### src/hw/rtl/dsrm_pkg.sv
`timescale 1ns / 1ps

package dsrm_pkg;

  localparam int unsigned TrackW  = 10;
  localparam int unsigned SectorW = 6;
  localparam int unsigned StepW   = 11;
  localparam int unsigned AngleW  = 15;
  localparam int unsigned RemW    = 7;
  localparam int unsigned SumW    = 32;
  localparam int unsigned CountW  = 7;
  localparam int unsigned SecOutW = 7;
  localparam int unsigned CmpW    = 17;

  localparam int unsigned FracBits    = 8;
  localparam int unsigned SectorCount = 64;
  localparam int unsigned Turn        = SectorCount << FracBits;
  localparam int unsigned TrackStep   = 25;

  // Exact for every 10-bit distance: floor(d * DivMul / 2^DivShift) == d / TrackStep.
  localparam int unsigned DivShift = 17;
  localparam int unsigned DivMul   = ((1 << DivShift) + TrackStep - 1) / TrackStep;
  localparam int unsigned ProdW    = 23;

  localparam logic [StepW-1:0] RotationStepReset = 11'd983;
  localparam logic [SumW-1:0]  SumMax            = '1;

  typedef enum logic [1:0] {
    ModeIdle = 2'd0,
    ModeSeek = 2'd1,
    ModeWait = 2'd2
  } mode_e;

  typedef struct packed {
    logic               req_valid;
    logic [TrackW-1:0]  track;
    logic [SectorW-1:0] sector;
  } item_t;

  typedef struct packed {
    logic [TrackW-1:0]  track;
    logic [SectorW-1:0] sector;
    logic [SumW-1:0]    arrival;
  } req_entry_t;

  typedef struct packed {
    logic empty;
    logic full;
  } fifo_stat_t;

  typedef struct packed {
    mode_e               mode;
    logic [TrackW-1:0]   head;
    logic [SecOutW-1:0]  angle_sector;
    logic [CountW-1:0]   queue_count;
    logic                overflow;
    logic                dispatched;
    logic [SumW-1:0]     seek_total;
    logic [SumW-1:0]     latency_total;
    logic [SumW-1:0]     wait_total;
  } result_t;

endpackage

### src/hw/rtl/dsrm_front.sv
`timescale 1ns / 1ps

module dsrm_front (
  input  logic            clk_i,
  input  logic            rst_ni,
  input  logic            in_valid_i,
  output logic            in_ready_o,
  input  dsrm_pkg::item_t in_item_i,
  output logic            item_valid_o,
  input  logic            item_ready_i,
  output dsrm_pkg::item_t item_o
);

  dsrm_pkg::item_t slot0_q, slot1_q;
  logic [1:0]      cnt_q, cnt_d;
  logic            push, pop;

  assign in_ready_o   = (cnt_q != 2'd2);
  assign item_valid_o = (cnt_q != 2'd0);
  assign item_o       = slot0_q;
  assign push         = in_valid_i && in_ready_o;
  assign pop          = item_valid_o && item_ready_i;

  always_comb begin
    cnt_d = cnt_q;
    if (push && !pop) begin
      cnt_d = cnt_q + 2'd1;
    end else if (pop && !push) begin
      cnt_d = cnt_q - 2'd1;
    end
  end

  always_ff @(posedge clk_i or negedge rst_ni) begin
    if (!rst_ni) begin
      cnt_q <= 2'd0;
    end else begin
      cnt_q <= cnt_d;
    end
  end

  always_ff @(posedge clk_i) begin
    if (pop) begin
      if (push && cnt_q == 2'd1) begin
        slot0_q <= in_item_i;
      end else begin
        slot0_q <= slot1_q;
      end
      if (push && cnt_q == 2'd2) begin
        slot1_q <= in_item_i;
      end
    end else if (push) begin
      if (cnt_q == 2'd0) begin
        slot0_q <= in_item_i;
      end else begin
        slot1_q <= in_item_i;
      end
    end
  end

endmodule

### config.mk
export PLATFORM = sky130hd
export DESIGN_NAME = dsrm_front
export DESIGN_NICKNAME = d
export VERILOG_FILES = /design/src/hw/rtl/dsrm_pkg.sv /design/src/hw/rtl/dsrm_front.sv
export SDC_FILE = /design/constraint.sdc
export NUM_CORES = 1
export LEC_CHECK = 0
export ABC_AREA = 1
export BUFFER_PORTS_ARGS = -buffer_cell sky130_fd_sc_hd__buf_2
export CAP_MARGIN = 20
export CORE_UTILIZATION = 58
export CTS_BUF_LIST = sky130_fd_sc_hd__clkbuf_8
export CTS_CLUSTER_SIZE = 14
export DETAILED_ROUTE_END_ITERATION = 10
export PLACE_DENSITY = 0.83
export SYNTH_ARGS = -nofsm -noshare
export SYNTH_HDL_FRONTEND = slang
export SYNTH_SLANG_ARGS = --single-unit
export TNS_END_PERCENT = 10
### constraint.sdc
create_clock -name clk_i -period 5.5 [get_ports clk_i]
set_input_delay 1.65 -clock clk_i [delete_from_list [all_inputs] [get_ports clk_i]]
set_output_delay 1.65 -clock clk_i [all_outputs]
set_load 0.01 [all_outputs]
==> impl_metrics.json, run 1 <==
{
  "ctsHoldBuffers": 0,
  "vias": 982,
  "drive_above_1_share": 0.3313,
  "critPathArrivalTime_ps": 1290,
  "fillerInstances": 170,
  "whs_endpoint": "item_o[13]",
  "pre_cts_ws_ps": 1900,
  "rows": 18,
  "cts_tree": "built",
  "hold_class": "reg -> reg",
  "fin_tns_setup_ps": 0,
  "fmax_mhz": 340.6,
  "grt_pass1_vias": 865,
  "min_path_cells": 2,
  "crit_path_end_kind": "output pin",
  "grt_pass1_wl_mm": 4.002,
  "wl_per_cell_um": 13.74,
  "post_layout_nonfiller_instances": 193,
  "p_seq_frac": 0.452,
  "p_per_area_nw_per_um2": 560.5,
  "wl_mm": 2.651,
  "ys_ff_latch": 36,
  "overflow": 0,
  "synth_cells": 119,
  "p_leak_nw": 0.8429,
  "crit_path_max_fanout": 3,
  "max_slew_margin": 0.4054,
  "finalHoldViolCount": 0,
  "ir_worst_vdd_v": 0.0003893,
  "ctsResizeCount": 0,
  "clk-insertion-delay-late_ps": 290,
  "critPathRequiredTime_ps": 3850,
  "io_buffers": 39,
  "initial_core_util": 0.6131,
  "yosysWarnings": 0,
  "cts.sinks": 36,
  "antenna_found_initial": 0,
  "cts_max_path_buffers": 2,
  "dp_cells": 184,
  "drt.antenna.violating_nets": 0,
  "p_sw_frac": 0.3295,
  "clkPwrFrac": 0.216,
  "grt_max_degree": 21,
  "gp_congestion": 0.7428,
  "synth_sequential_area_ratio": 0.7051,
  "first_pass_iters": 4,
  "finalWorstSetupSlack_ps": 2564,
  "tightest_slew_ps": 891.3,
  "grt_util_all_layers": 0.2151,
  "syn-cell-area_um2": 1519,
  "drc": 0,
  "drt_iter0_drc": 25,
  "status": "completed",
  "dieArea_um2": 2828,
  "avgSynthCellArea_um2": 12.76,
  "dp_hpwl_mm": 1.787,
  "intPower_mw": 0.6908,
  "cts.htree.levels": 2,
  "rr_worst_depth": 7,
  "clock_skew_ps": 7.003,
  "post_cts_buffers": 0,
  "via_per_inst": 5.088,
  "maxCapViolations": 0,
  "cts_buffers": 5,
  "min_from": "slot1_q[13]",
  "die_x_um": 53.18,
  "num-nets-final": 188,
  "cp-start-kind": "flop",
  "core-area_um2": 2477,
  "ys_types": 15,
  "post-route-period-util": 0.5339,
  "die_y_um": 53.18,
  "reg2reg_to": "slot1_q[13]",
  "insertedDiodeCount": 0,
  "rrSetupSlack_ps": 3260,
  "clk_pin_slew_worst_paths_ps": 70,
  "min_period_ps": 2936,
  "cts_root_buffer": "clkbuf_8",
  "io_pins": 40,
  "setup_viol": 0,
  "syn2layout_area_growth_pct": 21.00,
  "rsz0062_at_grt": "false",
  "combPwrFrac": 0.332,
  "synth_nets": 145,
  "slew_violations": 0,
  "setup.worst_path.class": "reg -> out",
  "worstReg2RegStart": "cnt_q[0]",
  "switchingPower_mw": 0.3394
}
sequential cells by signal (all words and copies together) (netlist names):
signal,count
slot1_q,17
cnt_q,2
item_o,17
worst max-delay path: stages, from the launching register on:
cell and delay [ps]:
dfrtp_1 420, inv_1 120, ha_1 230, inv_1 90
buf_2 140
layer usage:
layer,global-route usage,up-vias,part of all wire,wire length (µm)
met1,0.2529,453,0.41,1097
met3,0.08046,7,0.061,161
met5,0,-,0,0
li1,-,487,-,-
met4,0.1184,0,0.022,57
met2,0.3376,35,0.50,1334
how the worst max path moves through the flow:
stage | start | to | depth (start not counted)
finish | cnt_q[0] | item_valid_o | 4
global route | cnt_q[0] | item_valid_o | 4
CTS | in_valid_i | slot1_q[13] | 6
detailed placement | in_valid_i | slot1_q[9] | 6
global placement | in_valid_i | slot1_q[7] | 6
floorplan | in_valid_i | slot1_q[0] | 5
power by group through the flow:
| stage | clock network [mW] | registers (mW) | logic (mW) |
|---|---|---|---|
| floorplan | 0 | 0.501 | 0.205 |
| global placement | 0 | 0.468 | 0.317 |
| detailed placement | 0 | 0.475 | 0.332 |
| CTS | 0.224 | 0.469 | 0.335 |
| global route | 0.234 | 0.477 | 0.383 |
| finish | 0.223 | 0.466 | 0.342 |
cell families (layout without fill, tap and decap cells):
| group | count (synthesis) | in the layout | share of synthesized area |
|---|---|---|---|
| flip-flops | 36 | 36 | 0.7051 |
| AND/OR/NAND/NOR | 63 | 63 | 0.1936 |
| adder cells (fa/ha/maj) | 5 | 5 | 0.04119 |
| XOR/XNOR | 1 | 1 | 0.005767 |
| buffers and inverters | 13 | 57 | 0.04942 |
| AO/OA/AOI/OAI | 1 | 1 | 0.004944 |
through the flow:
step / utilization / hold slack [ps] / power (mW) / cell area (µm²)
after floorplan: - / 468.7 / 0.7064 / 1519
after global placement: 0.6939 / 499.3 / 0.7845 / 1719
after detailed placement: 0.6939 / 528.0 / 0.8068 / 1719
after CTS: 0.7374 / 548.4 / 1.027 / 1827
after global routing: 0.7419 / 567.9 / 1.094 / 1838
final: 0.7419 / 543.6 / 1.030 / 1838
area by class of cell:
| cell class | count | area, µm² | area share |
|---|---|---|---|
| Multi-Input combinational cell | 70 | 381.6 | 0.2076 |
| Clock buffer | 5 | 68.82 | 0.03744 |
| Clock inverter | 3 | 38.79 | 0.02110 |
| Timing Repair Buffer | 40 | 206.4 | 0.1123 |
| Tap cell | 30 | 37.54 | 0.02042 |
| Sequential cell | 36 | 1071 | 0.5827 |
| Inverter | 9 | 33.78 | 0.01838 |
cell usage in the layout, fill, tap and decap left out:
cell type	synthesis	routed
nand2_4	2	2
buf_2	0	39
o21bai_2	0	1
nand2_1	38	38
nor2_4	2	2
dfrtp_1	2	2
bufinv_16	0	1
or2_2	1	1
buf_6	1	1
xor2_1	1	1
clkbuf_8	0	5
edfxtp_1	34	34
ha_1	5	5
nor3_2	0	1
clkinv_2	0	1
nand3_1	19	19
inv_1	9	10
synthesized netlist by cell type, drive strengths merged:
master   n  area, µm²
dfrtp    2      50.05
ha       5      62.56
nor2     2      22.52
inv      9      33.78
nand3   19      95.09
o21bai   1      7.510
xor2     1      8.760
or2      1      6.260
nor3     1      5.000
nand2   40      165.2
buf      4      41.28
edfxtp  34       1021
No activity file was read; power rests on OpenSTA's default activity.
==> inputs of run 2 (changes only) <==
- ABC_AREA: 1 -> 0
- CORE_UTILIZATION: 58 -> 48
- PLACE_DENSITY: 0.83 -> 0.73
- clock period: 5.5 -> 2.6 ns (I/O delays scaled with it)
==> impl_metrics.json, run 2 <==
{
  "cp_slowest_cell": "dfrtp_1",
  "synth_nets": 102,
  "cts_tree": "built",
  "die_y_um": 57.91,
  "via_per_inst": 4.961,
  "io_buffers": 39,
  "yosysMostFrequentCell": "edfxtp_1",
  "drt_iter0_drc": 12,
  "p_leak_nw": 0.7717,
  "io_pins": 40,
  "maxCapViolations": 0,
  "cts_max_path_buffers": 2,
  "avgSynthCellArea_um2": 19.74,
  "drc": 3,
  "yosysTopAreaCell": "edfxtp_1",
  "synth_top_area_share": 0.6806,
  "first_pass_iters": 7,
  "fin_tns_setup_ps": 0,
  "crit_path_max_fanout": 3,
  "max_slew_margin": 0.7206,
  "wl_per_cell_um": 13.92,
  "clk_pin_slew_worst_paths_ps": 60,
  "wl_mm": 2.157,
  "syn-cell-area_um2": 1500,
  "status": "finished, violations left",
  "cts_buffers": 5,
  "post-route-period-util": 0.7617,
  "worstReg2RegStart": "cnt_q[0]",
  "violations": "design-rule violations",
  "rr_worst_depth": 7,
  "synth_cells": 76,
  "hold_class": "in -> async",
  "grt_util_all_layers": 0.1468,
  "report.power.total_mw": 2.016,
  "cp_top_family": "flip-flops",
  "ys_async_sr_fraction": 0.05556,
  "layout_common_cells": "buf_2, edfxtp_1, mux2_4, mux2_2, inv_1",
  "tightest_slew_ps": 419.1,
  "ys_ff_latch": 36,
  "setup_viol": 0,
  "syn2layout_area_growth_pct": 21.18,
  "num-nets-final": 150,
  "insertedDiodeCount": 0,
  "fmax_mhz": 504.9,
  "rsz0062_at_grt": "false",
  "dieArea_um2": 3353,
  "die_x_um": 57.91,
  "slew_violations": 0,
  "layout_commonest_cell": "buf_2",
  "setup.worst_path.class": "reg -> out",
  "reg2reg_to": "item_o[12]",
  "grt_pass1_vias": 783,
  "cts.sinks": 36,
  "cp-start-kind": "flop",
  "vias": 769,
  "crit_buf_inv": 3,
  "clock_skew_ps": 8.499,
  "cp_cell_sequence": "inv_1 > ha_1 > inv_1 > buf_2",
  "rrSetupSlack_ps": 640,
  "combPwrFrac": 0.346,
  "gp_congestion": 0.6502,
  "initial_core_util": 0.5259,
  "grt_pass1_wl_mm": 3.505,
  "p_per_area_nw_per_um2": 1109,
  "final_design_area_no_fill_um2": 1818,
  "cpPeakStageDelay_ps": 410,
  "cts_root_buffer": "clkbuf_8",
  "yosysWarnings": 0,
  "synth_sequential_area_ratio": 0.7139,
  "crit_path_end_kind": "output pin",
  "overflow": 0,
  "synth-edff-count": 34,
  "ir_worst_vdd_v": 0.0007480,
  "ctsHoldBuffers": 0,
  "clkPwrFrac": 0.173,
  "ys_types": 18,
  "post_cts_buffers": 0,
  "grt_max_degree": 18,
  "core-area_um2": 2853,
  "ctsResizeCount": 0,
  "synth_flop_cell": "edfxtp_1",
  "p_sw_frac": 0.2993,
  "rows": 19,
  "synthTopCellsByCount": "edfxtp_1, mux2_4, mux2_2",
  "drive_above_1_share": 0.5726,
  "clk-insertion-delay-late_ps": 280,
  "critPathArrivalTime_ps": 1200,
  "ys_top_cells_by_area": "edfxtp_1, mux2_4, mux2_2",
  "intPower_mw": 1.412,
  "antenna_found_initial": 0,
  "p_seq_frac": 0.481,
  "critPathRequiredTime_ps": 1820,
  "dp_hpwl_mm": 1.543,
  "drt.antenna.violating_nets": 0,
  "finalHoldViolCount": 0,
  "switchingPower_mw": 0.6032,
  "place_area_um2": 1742,
  "cpMostUsedCell": "inv_1",
  "cts.htree.levels": 2,
  "min_period_ps": 1980
}
run 2: cell types whose count changed in the layout (fill, tap and decap cells not counted), moves of 2 or more:
cell      change
nand2_4       -2
nand3_1      -19
inv_1         -4
mux2_2        +7
nor2_4        -2
buf_4         +3
nand2_1      -38
mux2_4       +10
clkinv_1      +2
run 2: how the worst max path moves through the flow:
stage / startpoint / end / slack (ps) / cells past startpoint
after floorplan: in_valid_i / slot1_q[0] / 270 / 4
after global placement: in_valid_i / item_o[0] / 500 / 6
after detailed placement: in_valid_i / item_o[15] / 480 / 6
after CTS: cnt_q[0] / in_ready_o / 600 / 4
after global routing: cnt_q[0] / item_o[13] / 520 / 7
final: cnt_q[0] / in_ready_o / 620 / 4
run 2: cell families after synthesis:
logic type                 synth area share
DFF                                  0.7139
muxes                                0.1526
buffers and inverters               0.03086
adders and majority gates           0.04170
and+or+nand+nor                     0.02669
AOI/OAI and AO/OA                   0.02836
xor gates and xnor gates           0.005839
run 2: layer usage:
layer	wire length, µm	share of wire	track usage	up-vias
li1	-	-	-	377
met1	866	0.40	0.1644	360
met2	1123	0.52	0.2463	28
met3	139	0.064	0.05580	4
met4	27	0.013	0.07143	0
met5	0	0	0	-
run 2: worst register-to-register path, delay by kind of cell, from the launching register on:
kind                     cells  cell delay (ps)
multiplexers                 1              370
flip-flops                   1              390
adder cells (fa/ha/maj)      1              250
AND/OR/NAND/NOR              1              160
AO/OA/AOI/OAI                1              100
buffers and inverters        3              460
run 2: power groups by stage:
| stage | clock network (mW) | registers, mW | logic (mW) |
|---|---|---|---|
| detailed placement | 0 | 0.983 | 0.706 |
| global placement | 0 | 0.975 | 0.689 |
| finish | 0.348 | 0.969 | 0.698 |
| floorplan | 0 | 1.03 | 0.439 |
| global route | 0.383 | 0.992 | 0.762 |
| CTS | 0.362 | 0.972 | 0.711 |
run 2: stage by stage:
stage	setup WS, ps	hold WS (ps)	cells	util
global route	516.8	268.2	155	0.6373
CTS	602.6	270.5	155	0.6373
finish	619.5	279.2	155	0.6373
floorplan	265.5	468.7	76	-
global placement	500.2	492.3	148	0.6105
detailed placement	475.7	495.7	148	0.6105
run 2: layout make-up:
type                       count  area [µm²]
clock inverter                 2       7.507
tap                           31       38.79
sequential                    36        1071
clock buffer                   5       68.82
fill                         215        1035
inverter                       7       26.28
multi-input combinational     32       387.9
timing repair buffer          42       217.7
